File: src/rtl/pbd_pkg.sv
// ----------------------------------------------------------------------------
// PackBits decoder package
// Shared types, widths and constants of the scanline run decoder.
// ----------------------------------------------------------------------------
package pbd_pkg;

  localparam int unsigned BYTE_W  = 8;
  localparam int unsigned COL_W   = 12;
  localparam int unsigned LINE_W  = 16;
  localparam int unsigned LEN_W   = 32;
  localparam int unsigned CFG_W   = 32;
  localparam int unsigned CFG_IDX_W = 2;

  // Configuration register indexes.
  localparam logic [CFG_IDX_W-1:0] CFG_LINE_WIDTH  = 2'd0;
  localparam logic [CFG_IDX_W-1:0] CFG_MAX_LINES   = 2'd1;
  localparam logic [CFG_IDX_W-1:0] CFG_BODY_LENGTH = 2'd2;
  localparam logic [CFG_IDX_W-1:0] CFG_COMP_MODE   = 2'd3;

  // Reset values of the configuration registers.
  localparam logic [COL_W-1:0]  LINE_WIDTH_RST  = 12'd320;
  localparam logic [LINE_W-1:0] MAX_LINES_RST   = 16'd200;
  localparam logic [LEN_W-1:0]  BODY_LENGTH_RST = 32'd0;
  localparam logic [BYTE_W-1:0] COMP_MODE_RST   = 8'd1;

  localparam logic [BYTE_W-1:0] COMP_MODE_RLE = 8'd1;
  localparam logic [COL_W-1:0]  MIN_WIDTH     = 12'd128;
  localparam logic [LINE_W-1:0] LINE_MAX      = 16'hFFFF;

  localparam int unsigned CMD_DEPTH_DEF = 4;
  localparam int unsigned OUT_DEPTH_DEF = 4;

  typedef struct packed {
    logic [COL_W-1:0]  line_width;
    logic [LINE_W-1:0] max_lines;
    logic [LEN_W-1:0]  body_length;
    logic [BYTE_W-1:0] comp_mode;
  } cfg_t;

  // One run to be placed on the scanlines: a value and a count of 1..128.
  typedef struct packed {
    logic [BYTE_W-1:0] pixel_value;
    logic [BYTE_W-1:0] run_count;
  } cmd_t;

  typedef struct packed {
    logic [BYTE_W-1:0] pixel_value;
    logic [BYTE_W-1:0] run_count;
    logic [COL_W-1:0]  start_column;
    logic [LINE_W-1:0] line_number;
    logic              end_of_line;
    logic              line_visible;
    logic              last;
  } res_t;

endpackage

File: src/rtl/pbd_fifo.sv
// ----------------------------------------------------------------------------
// PackBits decoder queue
// Small shift-register queue; the oldest word always sits in slot zero.
// ----------------------------------------------------------------------------
module pbd_fifo #(
  parameter int unsigned WIDTH = 8,
  parameter int unsigned DEPTH = 4
) (
  input  logic             clk,
  input  logic             rst_n,
  input  logic             push,
  input  logic [WIDTH-1:0] wdata,
  output logic             full,
  input  logic             pop,
  output logic [WIDTH-1:0] rdata,
  output logic             empty
);

  localparam int unsigned CW = $clog2(DEPTH + 1);

  logic [WIDTH-1:0] slot_r [DEPTH];
  logic [CW-1:0]    cnt_r;
  logic [CW-1:0]    cnt_nxt;
  logic             do_push;
  logic             do_pop;

  assign full    = (cnt_r == CW'(DEPTH));
  assign empty   = (cnt_r == '0);
  assign rdata   = slot_r[0];
  assign do_push = push && !full;
  assign do_pop  = pop && !empty;

  always_comb begin
    cnt_nxt = cnt_r;
    if (do_push && !do_pop) begin
      cnt_nxt = cnt_r + 1'b1;
    end else if (do_pop && !do_push) begin
      cnt_nxt = cnt_r - 1'b1;
    end
  end

  always_ff @(posedge clk) begin
    if (!rst_n) begin
      cnt_r <= '0;
    end else begin
      cnt_r <= cnt_nxt;
    end
  end

  always_ff @(posedge clk) begin
    for (int i = 0; i < DEPTH; i++) begin
      if (do_pop) begin
        if (do_push && (CW'(i) == cnt_r - 1'b1)) begin
          slot_r[i] <= wdata;
        end else if (i < DEPTH - 1) begin
          slot_r[i] <= slot_r[(i < DEPTH - 1) ? i + 1 : i];
        end
      end else if (do_push && (CW'(i) == cnt_r)) begin
        slot_r[i] <= wdata;
      end
    end
  end

endmodule

File: src/rtl/pbd_front.sv
// ----------------------------------------------------------------------------
// PackBits decoder front end
// Takes body bytes, tracks the control phase and issues one run per data byte.
// ----------------------------------------------------------------------------
module pbd_front
  import pbd_pkg::*;
(
  input  logic              clk,
  input  logic              rst_n,
  input  cfg_t              cfg,
  input  logic              accept,
  input  logic [BYTE_W-1:0] data_byte,
  output logic              cmd_push,
  output cmd_t              cmd
);

  localparam logic [1:0] PH_CONTROL = 2'd0;
  localparam logic [1:0] PH_LITERAL = 2'd1;
  localparam logic [1:0] PH_REPEAT  = 2'd2;

  localparam logic [BYTE_W-1:0] NOOP_CODE = 8'h80;

  logic [1:0]        phase_r, phase_nxt;
  logic [BYTE_W-1:0] left_r, left_nxt;
  logic [LEN_W-1:0]  consumed_r, consumed_nxt;
  logic              live;

  // A byte counts only in decode mode and while the body is not exhausted.
  assign live = accept && (cfg.comp_mode == COMP_MODE_RLE) &&
                (consumed_r < cfg.body_length);

  always_comb begin
    phase_nxt       = phase_r;
    left_nxt        = left_r;
    consumed_nxt    = consumed_r;
    cmd_push        = 1'b0;
    cmd.pixel_value = data_byte;
    cmd.run_count   = 8'd1;
    if (live) begin
      consumed_nxt = consumed_r + 1'b1;
      unique case (phase_r)
        PH_LITERAL: begin
          cmd_push = 1'b1;
          if (left_r != '0) begin
            left_nxt = left_r - 1'b1;
          end
          if (left_r <= 8'd1) begin
            phase_nxt = PH_CONTROL;
          end
        end
        PH_REPEAT: begin
          cmd_push      = 1'b1;
          cmd.run_count = left_r;
          left_nxt      = '0;
          phase_nxt     = PH_CONTROL;
        end
        default: begin
          if (data_byte == NOOP_CODE) begin
            phase_nxt = phase_r;
          end else if (data_byte < NOOP_CODE) begin
            left_nxt  = data_byte + 1'b1;
            phase_nxt = PH_LITERAL;
          end else begin
            // Two's complement negate plus one: 257 - b, kept to 8 bits.
            left_nxt  = (~data_byte) + 8'd2;
            phase_nxt = PH_REPEAT;
          end
        end
      endcase
    end
  end

  always_ff @(posedge clk) begin
    if (!rst_n) begin
      phase_r    <= PH_CONTROL;
      left_r     <= '0;
      consumed_r <= '0;
    end else begin
      phase_r    <= phase_nxt;
      left_r     <= left_nxt;
      consumed_r <= consumed_nxt;
    end
  end

endmodule

File: src/rtl/pbd_back.sv
// ----------------------------------------------------------------------------
// PackBits decoder back end
// Places runs on scanlines, splitting a run that crosses the end of a line.
// ----------------------------------------------------------------------------
module pbd_back
  import pbd_pkg::*;
(
  input  logic clk,
  input  logic rst_n,
  input  cfg_t cfg,
  input  logic cmd_empty,
  input  cmd_t cmd,
  output logic cmd_pop,
  input  logic res_full,
  output logic res_push,
  output res_t res
);

  logic [COL_W-1:0]  col_r, col_nxt;
  logic [LINE_W-1:0] line_r, line_nxt;
  logic              split_r, split_nxt;
  logic [BYTE_W-1:0] split_cnt_r, split_cnt_nxt;

  logic [COL_W-1:0]  width;
  logic              wrap;
  logic [COL_W-1:0]  col_eff;
  logic [LINE_W-1:0] line_eff;
  logic [LINE_W-1:0] line_inc;
  logic [COL_W-1:0]  rem;
  logic [COL_W-1:0]  cnt_ext;
  logic              active;

  function automatic logic [LINE_W-1:0] sat_inc(input logic [LINE_W-1:0] v);
    sat_inc = (v == LINE_MAX) ? v : v + 1'b1;
  endfunction

  assign width    = (cfg.line_width < MIN_WIDTH) ? MIN_WIDTH : cfg.line_width;
  // A column already at or past the width (width lowered mid-line) closes the line.
  assign wrap     = (col_r >= width);
  assign col_eff  = wrap ? '0 : col_r;
  assign line_eff = wrap ? sat_inc(line_r) : line_r;
  assign line_inc = sat_inc(line_eff);
  assign rem      = width - col_eff;
  assign cnt_ext  = {{(COL_W - BYTE_W){1'b0}}, cmd.run_count};
  assign active   = !cmd_empty && !res_full;
  assign res_push = active;

  always_comb begin
    col_nxt          = col_r;
    line_nxt         = line_r;
    split_nxt        = split_r;
    split_cnt_nxt    = split_cnt_r;
    cmd_pop          = 1'b0;
    res.pixel_value  = cmd.pixel_value;
    res.run_count    = cmd.run_count;
    res.start_column = col_eff;
    res.line_number  = line_eff;
    res.end_of_line  = 1'b0;
    res.line_visible = (line_eff < cfg.max_lines);
    res.last         = 1'b1;
    if (split_r) begin
      // Second half of a split run always starts a fresh line at column zero.
      res.run_count    = split_cnt_r;
      res.start_column = '0;
      res.line_number  = line_r;
      res.line_visible = (line_r < cfg.max_lines);
      if (active) begin
        col_nxt   = {{(COL_W - BYTE_W){1'b0}}, split_cnt_r};
        split_nxt = 1'b0;
        cmd_pop   = 1'b1;
      end
    end else if (cnt_ext < rem) begin
      if (active) begin
        col_nxt  = col_eff + cnt_ext;
        line_nxt = line_eff;
        cmd_pop  = 1'b1;
      end
    end else if (cnt_ext == rem) begin
      res.end_of_line = 1'b1;
      if (active) begin
        col_nxt  = '0;
        line_nxt = line_inc;
        cmd_pop  = 1'b1;
      end
    end else begin
      // rem is below the count here, so it fits in the count width.
      res.run_count   = rem[BYTE_W-1:0];
      res.end_of_line = 1'b1;
      res.last        = 1'b0;
      if (active) begin
        col_nxt       = '0;
        line_nxt      = line_inc;
        split_nxt     = 1'b1;
        split_cnt_nxt = cmd.run_count - rem[BYTE_W-1:0];
      end
    end
  end

  always_ff @(posedge clk) begin
    if (!rst_n) begin
      col_r   <= '0;
      line_r  <= '0;
      split_r <= 1'b0;
    end else begin
      col_r   <= col_nxt;
      line_r  <= line_nxt;
      split_r <= split_nxt;
    end
  end

  always_ff @(posedge clk) begin
    split_cnt_r <= split_cnt_nxt;
  end

endmodule

File: src/rtl/packbits_scanline_decoder.sv
// ----------------------------------------------------------------------------
// PackBits scanline run decoder
// Turns a PackBits compressed image body into per-scanline run descriptors.
// ----------------------------------------------------------------------------
// Usage:
//   Input queue: drive in_data_byte and raise in_push; a word is taken at a
//   clock edge where in_push is high and in_full is low. One byte per cycle
//   is sustained while in_full stays low.
//   Result queue: while out_empty is low the oldest run descriptor is on the
//   out_ ports; raising out_pop takes it. out_last marks the final run that
//   a byte caused. A data byte yields one run, or two when the run crosses
//   the end of a scanline; control bytes yield none.
//   Each run passes through the run queue and then the output queue before
//   it reaches the out_ ports. The back end places one run per cycle while
//   the run queue holds a run and the output queue has room; a split run is
//   placed as two runs. Throughput is one byte per cycle but for split runs.
//   If the result side stalls, the output queue and then the run queue
//   fill, and in_full rises; nothing is dropped.
//   Configuration: write cfg_wdata to register cfg_addr with cfg_wr_en,
//   only while the block is idle. Reset clears both queues and the decode
//   position and loads the default register values.
// ----------------------------------------------------------------------------
module packbits_scanline_decoder
  import pbd_pkg::*;
#(
  parameter int unsigned CMD_DEPTH = CMD_DEPTH_DEF,
  parameter int unsigned OUT_DEPTH = OUT_DEPTH_DEF
) (
  input  logic                 clk,
  input  logic                 rst_n,
  input  logic                 cfg_wr_en,
  input  logic [CFG_IDX_W-1:0] cfg_addr,
  input  logic [CFG_W-1:0]     cfg_wdata,
  input  logic                 in_push,
  input  logic [BYTE_W-1:0]    in_data_byte,
  output logic                 in_full,
  input  logic                 out_pop,
  output logic                 out_empty,
  output logic [BYTE_W-1:0]    out_pixel_value,
  output logic [BYTE_W-1:0]    out_run_count,
  output logic [COL_W-1:0]     out_start_column,
  output logic [LINE_W-1:0]    out_line_number,
  output logic                 out_end_of_line,
  output logic                 out_line_visible,
  output logic                 out_last
);

  cfg_t cfg_r;
  cmd_t cmd_in;
  cmd_t cmd_head;
  res_t res_in;
  res_t res_head;
  logic cmd_push;
  logic cmd_full;
  logic cmd_empty;
  logic cmd_pop;
  logic res_push;
  logic res_full;

  always_ff @(posedge clk) begin
    if (!rst_n) begin
      cfg_r.line_width  <= LINE_WIDTH_RST;
      cfg_r.max_lines   <= MAX_LINES_RST;
      cfg_r.body_length <= BODY_LENGTH_RST;
      cfg_r.comp_mode   <= COMP_MODE_RST;
    end else if (cfg_wr_en) begin
      unique case (cfg_addr)
        CFG_LINE_WIDTH:  cfg_r.line_width  <= cfg_wdata[COL_W-1:0];
        CFG_MAX_LINES:   cfg_r.max_lines   <= cfg_wdata[LINE_W-1:0];
        CFG_BODY_LENGTH: cfg_r.body_length <= cfg_wdata[LEN_W-1:0];
        CFG_COMP_MODE:   cfg_r.comp_mode   <= cfg_wdata[BYTE_W-1:0];
      endcase
    end
  end

  assign in_full = cmd_full;

  pbd_front u_front (
    .clk       (clk),
    .rst_n     (rst_n),
    .cfg       (cfg_r),
    .accept    (in_push && !cmd_full),
    .data_byte (in_data_byte),
    .cmd_push  (cmd_push),
    .cmd       (cmd_in)
  );

  pbd_fifo #(
    .WIDTH ($bits(cmd_t)),
    .DEPTH (CMD_DEPTH)
  ) u_cmd_q (
    .clk   (clk),
    .rst_n (rst_n),
    .push  (cmd_push),
    .wdata (cmd_in),
    .full  (cmd_full),
    .pop   (cmd_pop),
    .rdata (cmd_head),
    .empty (cmd_empty)
  );

  pbd_back u_back (
    .clk       (clk),
    .rst_n     (rst_n),
    .cfg       (cfg_r),
    .cmd_empty (cmd_empty),
    .cmd       (cmd_head),
    .cmd_pop   (cmd_pop),
    .res_full  (res_full),
    .res_push  (res_push),
    .res       (res_in)
  );

  pbd_fifo #(
    .WIDTH ($bits(res_t)),
    .DEPTH (OUT_DEPTH)
  ) u_out_q (
    .clk   (clk),
    .rst_n (rst_n),
    .push  (res_push),
    .wdata (res_in),
    .full  (res_full),
    .pop   (out_pop),
    .rdata (res_head),
    .empty (out_empty)
  );

  assign out_pixel_value  = res_head.pixel_value;
  assign out_run_count    = res_head.run_count;
  assign out_start_column = res_head.start_column;
  assign out_line_number  = res_head.line_number;
  assign out_end_of_line  = res_head.end_of_line;
  assign out_line_visible = res_head.line_visible;
  assign out_last         = res_head.last;

endmodule
File: config.mk
export PLATFORM = sky130hd
export DESIGN_NAME = packbits_scanline_decoder
export DESIGN_NICKNAME = d
export VERILOG_FILES = /design/src/rtl/pbd_pkg.sv /design/src/rtl/pbd_fifo.sv /design/src/rtl/pbd_front.sv /design/src/rtl/pbd_back.sv /design/src/rtl/packbits_scanline_decoder.sv
export SDC_FILE = /design/constraint.sdc
export NUM_CORES = 1
export LEC_CHECK = 0
export ABC_AREA = 1
export BUFFER_PORTS_ARGS = -buffer_cell sky130_fd_sc_hd__buf_2
export CAP_MARGIN = 20
export CORE_ASPECT_RATIO = 1.75
export CORE_MARGIN = 1
export CORE_UTILIZATION = 63
export CTS_CLUSTER_SIZE = 14
export DETAILED_ROUTE_END_ITERATION = 7
export PLACE_DENSITY = 0.81
export REMOVE_ABC_BUFFERS = 1
export SKIP_LAST_GASP = 1
export SLEW_MARGIN = 10
export SYNTH_ARGS = -nofsm -noshare
export SYNTH_HDL_FRONTEND = slang
export SYNTH_SLANG_ARGS = --single-unit
File: constraint.sdc
create_clock -name clk -period 6.8 [get_ports clk]
set_input_delay 1.36 -clock clk [delete_from_list [all_inputs] [get_ports clk]]
set_output_delay 1.36 -clock clk [all_outputs]
set_load 0.01 [all_outputs]
==> flow_summary.toml, run 1 <==
[outcome]
status = "finished, final reports clean"

[finish]
final_cells = 3261
nFillCells = 2799
layout_commonest_cell = "nand2_1"
area_growth_pct = 9.58
multiInputGateArea_um2 = 9990
mostFrequentLayoutCells = "nand2_1 (833), inv_1 (286), edfxtp_1 (260), a21oi_1 (186), o21ai_0 (182)"
nNetsFinal = 2949
seq_area_um2 = 10700
drive_gt1_share_pct = 9.14

[yosys]
netlist_area_um2 = 22200
ys_types = 56
synth_area_per_cell_um2 = 8.20
synth_seq_area_share_pct = 48.2
synth_seq_cells = 405
syn_inst = 2708
synth_warnings = 0
async_flop_share_pct = 0
synth-edff-count = 260
ys.flop_type = "edfxtp_1"

[grt]
grt_max_degree = 97
grt_use_total_pct = 33.6
grt_pass1_vias = 18100
grt_pass1_wl_um = 93300
grt_overflow = 0
antenna_found_initial = 2

[routing]
wl_um = 59200
antenna_left = 0
vias = 18600
routed_via_density = 5.70
first_pass_iters = 5
drc = 0
drtIter0Drc = 1349
wire_per_inst_um = 18.2

[pwr]
seqPwrFrac_pct = 40.4
p_per_area_nw_per_um2 = 439
p_comb_share_pct = 39.8
p_switching_mw = 4.31
p_sw_share_pct = 40.4
p_int_mw = 6.36
clkPwrFrac_pct = 19.8
leakagePower_nw = 10.5
fin_total_pwr_mw = 10.7
vdd_drop_max_v = 0.000275

[critical_path]
path_common_cell = "nand2_1"
slowest_stage = "fa_1"
arrival_ps = 6290
critPathKind = "reg2reg"
start_kind = "register"
max_stage_delay_ps = 440
cp-end-kind = "register"
cp_data_required_time_ps = 7030
crit_fanout = 53

[die]
initial_utilization_pct = 64.2
die_w_um = 144
io_pins = 96
rows = 90
core_area_um2 = 34600
die_area_um2 = 36000
die_h_um = 250

[sta]
slew_violations = 0
skew_ps = 25.9
tns_ps = 0
fmax_mhz = 165
fin_crit_ps = 6050
grt_setup_unrepaired = "no"
period_share_pct = 89.0
setup_violations = 0
hold_viol_final = 0
relSlewSlack_pct = 38.6
tightestPinTransition_ps = 919

[clock_tree]
h-tree-depth = 2
cts_made_buffers = 38
root_buffer = "clkbuf_16"
insertion_delay_ps = 550
cts_setup_buffers = 0
cts_tree = "done"
clkSinkCount = 405
clkTransAtPathRegs_ps = 60
cts_resized = 0
ctsHoldBuffers = 0
clock_path_buffers = 3

[run]
max_cap_violations = 0

[hold_path]
hp-class = "reg2reg"

[placed_design]
place_congestion = 1.00
place_inst = 3190
port_buffers = 95
place_hpwl_um = 43800
==> worst paths after layout <==
| kind | from | to | slack (ps) | cells past startpoint |
|---|---|---|---|---|
| max | cfg_r[64] | u_cmd_q.slot_r[3][1] | 750 | 33 |
| min | cfg_r[33] | cfg_r[33] | 460 | 2 |
| max reg2reg | cfg_r[64] | u_cmd_q.slot_r[3][1] | 750 | 33 |
| min reg2reg | cfg_r[33] | cfg_r[33] | 460 | 2 |
==> power by group through the flow <==
stage               clock network, mW  registers, mW  logic [mW]
floorplan                           0           4.33        2.76
global placement                    0           4.31        4.02
detailed placement                  0           4.34        4.19
CTS                              2.13           4.30        4.22
global route                     2.22           4.38        4.76
finish                           2.12           4.31        4.25
==> routing by layer <==
layer / vias to the layer above / part of all wire [%] / track usage [%]
li1: 9088 / - / -
met1: 8694 / 36 / 35.9
met2: 612 / 53 / 61.3
met3: 204 / 4.5 / 3.84
met4: 0 / 6.6 / 21.4
met5: - / 0 / 0
==> critical path, delay by kind of cell (launching register included) <==
kind	cells	cell delay [ps]
fa+ha+maj	4	1230
simple gates	22	3030
xor+xnor	1	250
flops	1	330
buf+inv	5	780
compound gates	1	100
==> flip-flops by register name, summed over array words and instances (netlist names) <==
register / count
u_cmd_q.slot_r: 64
u_back.split_cnt_r: 8
u_back.split_r: 1
u_front.left_r: 8
u_cmd_q.cnt_r: 3
u_front.phase_r: 2
u_front.consumed_r: 32
cfg_r: 68
u_out_q.slot_r: 188
u_out_q.cnt_r: 3
u_back.col_r: 12
u_back.line_r: 16
==> synth_stat cells, types with 3 or more instances <==
cell type	count	share of area, %
nand4_1	41	1.2
nand2_2	13	0.37
o21a_1	3	0.10
nor3_1	38	0.86
ha_1	128	7.2
nand3b_1	3	0.10
xor2_1	34	1.3
nor4_1	9	0.25
a21oi_2	3	0.12
xnor2_1	12	0.47
buf_4	7	0.24
nor2_4	7	0.36
a21oi_1	186	4.2
o211ai_1	8	0.27
a211oi_1	4	0.14
or2_2	8	0.23
o21bai_1	3	0.10
o21ai_1	7	0.16
fa_1	3	0.27
clkbuf_1	70	1.2
nor2_2	8	0.23
nor2_1	166	2.8
dfxtp_1	145	13
inv_1	286	4.8
a31oi_1	14	0.39
buf_6	6	0.30
inv_2	11	0.19
nand3_1	147	3.3
nand3_2	4	0.18
clkinv_1	4	0.068
nand2_1	833	14
and3_1	4	0.11
nand2_4	9	0.46
nor2_8	3	0.27
edfxtp_1	260	35
o21ai_0	185	4.2
buf_2	11	0.25
==> through the flow <==
| step | area, µm² | worst slack (ps) | hold WS (ps) | util, % |
|---|---|---|---|---|
| finish | 24300 | 748 | 463 | 70.4 |
| global route | 24300 | 150 | 488 | 70.4 |
| CTS | 24300 | 734 | 466 | 70.3 |
| detailed placement | 23100 | 788 | 455 | 66.8 |
| global placement | 23100 | 981 | 447 | 66.7 |
| floorplan | 21800 | 1040 | 429 | - |
==> layout make-up <==
cell class,instances,area share (%)
repair buffers,118,2.83
inverters,303,4.71
multi-input cells,1905,41.1
diodes,1,0.0103
clock inverters,10,0.560
flip-flops and latches,405,44.0
well taps,460,2.37
clock buffers,59,4.44
==> cells by family after synthesis <==
| logic type | count (synthesis) | synth area share (%) |
|---|---|---|
| xor gates and xnor gates | 46 | 1.81 |
| DFF | 405 | 48.2 |
| and+or+nand+nor | 1300 | 25.1 |
| buffers and inverters | 398 | 7.14 |
| adders and majority gates | 131 | 7.48 |
| AOI/OAI and AO/OA | 428 | 10.2 |
(Power assumes the default switching activity.)
==> inputs of run 2 (changes only) <==
CELL_PAD_IN_SITES_DETAIL_PLACEMENT = 1   (was not set)
CELL_PAD_IN_SITES_GLOBAL_PLACEMENT = 1   (was not set)
CORE_MARGIN = 5   (was 1)
CORE_UTILIZATION = 47   (was 63)
PLACE_DENSITY = not set   (was 0.81)
PLACE_DENSITY_LB_ADDON = 0.1   (was not set)
==> run 2 against run 1 <==
  * Total power up 1.6%
  * Worst hold slack gained 2.2 ps
  * Utilization is 18 points lower
  * Sequential share of layout area decreased by 0.44 points
  * Sequential power about the same
  * Combinational power barely moved
==> flow_summary.toml, run 2 (same netlist as run 1, synthesis figures left out) <==
[finish]
top_register = "u_out_q.slot_r"
mostFrequentLayoutCells = "nand2_1 (833), inv_1 (287), edfxtp_1 (260), a21oi_1 (186), o21ai_0 (182)"
fin_area_um2 = 24600
final_cells = 3393
largest_reg_flops = 188
reg_top3 = "u_out_q.slot_r (188), cfg_r (68), u_cmd_q.slot_r (64)"
layout_commonest_cell = "nand2_1"
seq_area_um2 = 10700
nFillCells = 5696
drive_gt1_share_pct = 9.34
nNetsFinal = 2951
multiInputGateArea_um2 = 9990
area_growth_pct = 10.7

[pwr]
p_comb_share_pct = 39.3
fin_total_pwr_mw = 10.8
seqPwrFrac_pct = 39.5
p_switching_mw = 4.35
p_sw_share_pct = 40.1
vdd_drop_max_v = 0.000214
clkPwrFrac_pct = 21.2
p_int_mw = 6.49
leakagePower_nw = 10.5
p_per_area_nw_per_um2 = 441

[sta]
whs_ps = 465
period_share_pct = 92.0
fin_crit_ps = 6260
tightestPinTransition_ps = 1020
slew_violations = 0
relSlewSlack_pct = 32.3
hold_viol_final = 0
fmax_mhz = 160
grt_setup_unrepaired = "no"
skew_ps = 19.3
tns_ps = 0
setup_violations = 0

[critical_path]
arrival_ps = 6500
path_common_cell = "nand2_1"
crit_path_end = "u_cmd_q.slot_r[3][14]"
slowest_stage = "fa_1"
crit_fanout = 53
max_stage_delay_ps = 450
cp-end-kind = "register"
critPathKind = "reg2reg"
r2r-start = "cfg_r[64]"
cp.buffers_inverters = 5
path_depth = 33
start_kind = "register"
cpLargestDelayFamily = "simple AND/OR/NAND/NOR gates"
reg2reg_depth = 33
startpoint = "cfg_r[64]"
r2r_slack_ps = 540
r2r-end = "u_cmd_q.slot_r[3][14]"
cp_data_required_time_ps = 7050

[clock_tree]
clkTransAtPathRegs_ps = 60
cts_setup_buffers = 0
cts_made_buffers = 40
clkSinkCount = 405
cts_resized = 0
insertion_delay_ps = 550
clock_path_buffers = 3
ctsHoldBuffers = 0
h-tree-depth = 2
cts_tree = "done"
root_buffer = "clkbuf_16"

[placed_design]
placed_cell_area_um2 = 23200
place_inst = 3319
place_hpwl_um = 50600
port_buffers = 95
place_congestion = 0.918

[hold_path]
hp-class = "reg2reg"
min-delay-start = "cfg_r[15]"

[grt]
grt_use_total_pct = 24.8
antenna_found_initial = 1
grt_max_degree = 97
grt_overflow = 0
grt_pass1_vias = 19900
grt_pass1_wl_um = 105000

[die]
die_w_um = 174
rows = 105
die_h_um = 298
core_area_um2 = 46900
initial_utilization_pct = 47.3
io_pins = 96
die_area_um2 = 51900

[routing]
routed_via_density = 5.51
first_pass_iters = 5
drc = 0
wl_um = 65700
antenna_left = 0
vias = 18700
drtIter0Drc = 829
wire_per_inst_um = 19.4

[run]
max_cap_violations = 0

[outcome]
status = "finished, final reports clean"
-- run 2: power by group through the flow --
stage / clock network (mW) / registers [mW] / logic, mW
2_1_floorplan: 0 / 4.33 / 2.76
3_3_place_gp: 0 / 4.29 / 4.04
3_5_place_dp: 0 / 4.34 / 4.27
4_1_cts: 2.35 / 4.29 / 4.31
5_1_grt: 2.45 / 4.36 / 4.79
6_report: 2.30 / 4.28 / 4.25
-- run 2: how the worst min path moves through the flow --
stage,end,cells past startpoint,slack (ps)
after global placement,cfg_r[9],2,450
after floorplan,cfg_r[62],2,430
final,cfg_r[15],2,470
after detailed placement,cfg_r[10],2,460
after global routing,cfg_r[9],2,490
after CTS,cfg_r[10],2,470
-- run 2: tightest hold or removal path, cell delays in order, from the launching register on --
cell and delay [ps]:
dfxtp_1 300, inv_1 60, a21oi_1 60
-- run 2: stage by stage --
step	setup slack, ps	utilization (%)
2_1_floorplan	1040	-
3_3_place_gp	794	49.5
3_5_place_dp	651	49.5
4_1_cts	550	52.4
5_1_grt	37.7	52.4
6_report	545	52.4
-- run 2: layout make-up --
type                            instances  share of cell area [%]
Antenna cell                            1                  0.0102
Clock buffer                           58                    4.78
Clock inverter                         15                   0.687
Inverter                              303                    4.66
Multi-Input combinational cell       1905                    40.7
Sequential cell                       405                    43.6
Tap cell                              588                    2.99
Timing Repair Buffer                  118                    2.64
-- run 2: metal layers --
metal	track usage (%)	vias up	share of wire, %
met5	0	-	0
met4	12.9	0	5.7
met3	2.68	175	2.9
met2	48.1	366	54
met1	25.9	9066	37
li1	-	9083	-
==> inputs of run 3 (changes only) <==
CTS_CLUSTER_DIAMETER = 40   (was not set)
SLEW_MARGIN = 20   (was 10)
SYNTH_HIERARCHICAL = 1   (was not set)
==> run 3 against run 2 <==
  * Register-to-register slack improved by 120 ps
  * Cell area increased by 5.6%
  * Sequential power decreased by 12%
  * Critical path depth decreased by 1
  * Total power decreased by 7.0%
  * Non-clock buffer count decreased by 1
  * Worst hold slack improved by 18 ps
  * Highest routed layer is now met5
==> flow_summary.toml, run 3 <==
[critical_path]
path_common_cell = "nand2_1"
arrival_ps = 6450
slowest_stage = "nor4_1"
start_kind = "register"
crit_fanout = 48
cp-end-kind = "register"
max_stage_delay_ps = 380
critPathKind = "reg2reg"
cp_data_required_time_ps = 7110

[clock_tree]
h-tree-depth = 2
clock_path_buffers = 3
root_buffer = "clkbuf_16"
cts_tree = "done"
ctsHoldBuffers = 0
clkSinkCount = 405
cts_made_buffers = 45
clkTransAtPathRegs_ps = 60
insertion_delay_ps = 560

[sta]
period_share_pct = 90.3
tightestPinTransition_ps = 928
skew_ps = 16.7
hold_viol_final = 0
fmax_mhz = 163
tns_ps = 0
fin_crit_ps = 6140
slew_violations = 0
grt_setup_unrepaired = "no"
whs_ps = 483
relSlewSlack_pct = 38.1
setup_violations = 0

[die]
die_area_um2 = 55500
initial_utilization_pct = 47.4
io_pins = 96
die_h_um = 308
die_w_um = 180
core_area_um2 = 50300
rows = 109

[finish]
area_growth_pct = 8.88
num_antenna_cells = 0
reg_top3 = "u_out_q/slot_r (188), cfg_r (68), u_cmd_q/slot_r (64)"
fin_area_um2 = 26000
drive_gt1_share_pct = 10.7
largest_reg_flops = 188
nFillCells = 6231
mostFrequentLayoutCells = "nand2_1 (924), inv_1 (367), nand3_1 (328), nor2_1 (286), edfxtp_1 (260)"
top_register = "u_out_q/slot_r"
nNetsFinal = 3232
layout_commonest_cell = "nand2_1"

[routing]
drc = 0
drtIter0Drc = 836
first_pass_iters = 4
antenna_left = 0
vias = 20000
routed_via_density = 5.32
wire_per_inst_um = 17.2
wl_um = 64500

[grt]
grt_pass1_vias = 21600
grt_max_degree = 85
antenna_found_initial = 1
grt_overflow = 0
grt_pass1_wl_um = 107000
grt_use_total_pct = 23.0

[yosys]
netlist_area_um2 = 23800
async_flop_share_pct = 0
synth_area_per_cell_um2 = 7.87
ys_top_cells_by_count = "nand2_1 (926), inv_1 (367), nand3_1 (328)"
syn_inst = 3031
synth_seq_cells = 405
synthMostInstantiatedCell = "nand2_1"
synth_seq_area_share_pct = 44.9
synth_warnings = 6
ys_types = 55
synth.area.top_cells = "edfxtp_1 (33%), nand2_1 (15%), dfxtp_1 (12%)"
synth_top_area_cell = "edfxtp_1"
synth-edff-count = 260
synth_top_area_share_pct = 32.7
ys.flop_type = "edfxtp_1"

[hold_path]
hp-class = "reg2reg"

[pwr]
p_per_area_nw_per_um2 = 388
leakagePower_nw = 12.0
vdd_drop_max_v = 0.000230

[placed_design]
port_buffers = 95
placed_cell_area_um2 = 24500
place_hpwl_um = 47600
place_congestion = 0.887

[run]
max_cap_violations = 0

[outcome]
status = "finished, final reports clean"
-- run 3: cell count changes in the layout (fill, tap and decap cells not counted), sizes merged, moves of 23 or more --
cell / before / now
a21oi: 189 / 106
inv: 303 / 395
nand2: 856 / 968
nand3: 152 / 353
nand4: 42 / 68
nor2: 184 / 313
nor3: 39 / 16
o21ai: 194 / 75
-- run 3: worst max-delay path: cells and delay by family (launching register included) --
kind	cells	cell delay, ps
simple gates	20	3290
flops	1	340
fa+ha+maj	3	960
xor+xnor	1	120
buf+inv	5	570
compound gates	3	600
-- run 3: power breakdown --
group / switching (mW) / total (mW) / internal, mW
Clock: 1.06 / 2.50 / 1.45
Sequential: 0.253 / 3.77 / 3.51
Combinational: 2.65 / 3.80 / 1.16
-- run 3: path summary, 6_finish.rpt --
kind	start	to	slack [ps]	depth (start not counted)
worst max-delay path	cfg_r[66]	u_cmd_q/slot_r[0][3]	660	32
worst min register to register	cfg_r[43]	cfg_r[43]	480	2
worst min-delay path	cfg_r[43]	cfg_r[43]	480	2
worst max register to register	cfg_r[66]	u_cmd_q/slot_r[0][3]	660	32
-- run 3: layout make-up --
class	count	area (µm²)	area share (%)
timing repair buffer	117	643	2.48
inverter	384	1450	5.57
clock buffer	56	1210	4.66
multi-input combinational	2104	10800	41.7
clock inverter	25	295	1.14
sequential	405	10700	41.3
tap	666	833	3.21
-- run 3: logic make-up after synthesis --
logic type	count (synthesis)	synth area share, %
compound gates	215	5.17
xor+xnor	28	1.03
fa+ha+maj	128	6.81
buf+inv	522	9.85
flops	405	44.9
simple gates	1733	32.2
-- run 3: layer usage --
metal / vias up / global-route usage, % / wire [µm]
met4: 2 / 7.37 / 2030
met2: 308 / 46.7 / 35700
li1: 9847 / - / -
met5: - / 0 / 13
met3: 117 / 2.30 / 1700
met1: 9730 / 24.6 / 25100
-- run 3: stage by stage --
stage / setup slack (ps) / power (mW) / instances / util (%)
finish: 660 / 10.1 / 3757 / 51.6
global route: 4.15 / 10.8 / 3757 / 51.6
CTS: 481 / 10.2 / 3757 / 51.6
detailed placement: 562 / 7.65 / 3676 / 48.6
global placement: 851 / 7.45 / 3676 / 48.6
floorplan: 669 / 6.35 / 2893 / -
-- run 3: what timing repair did --
action | in CTS | in global routing
buffers inserted | 0 | 0
gates resized for setup | 0 | 2
setup endpoints to repair | 0 | 80
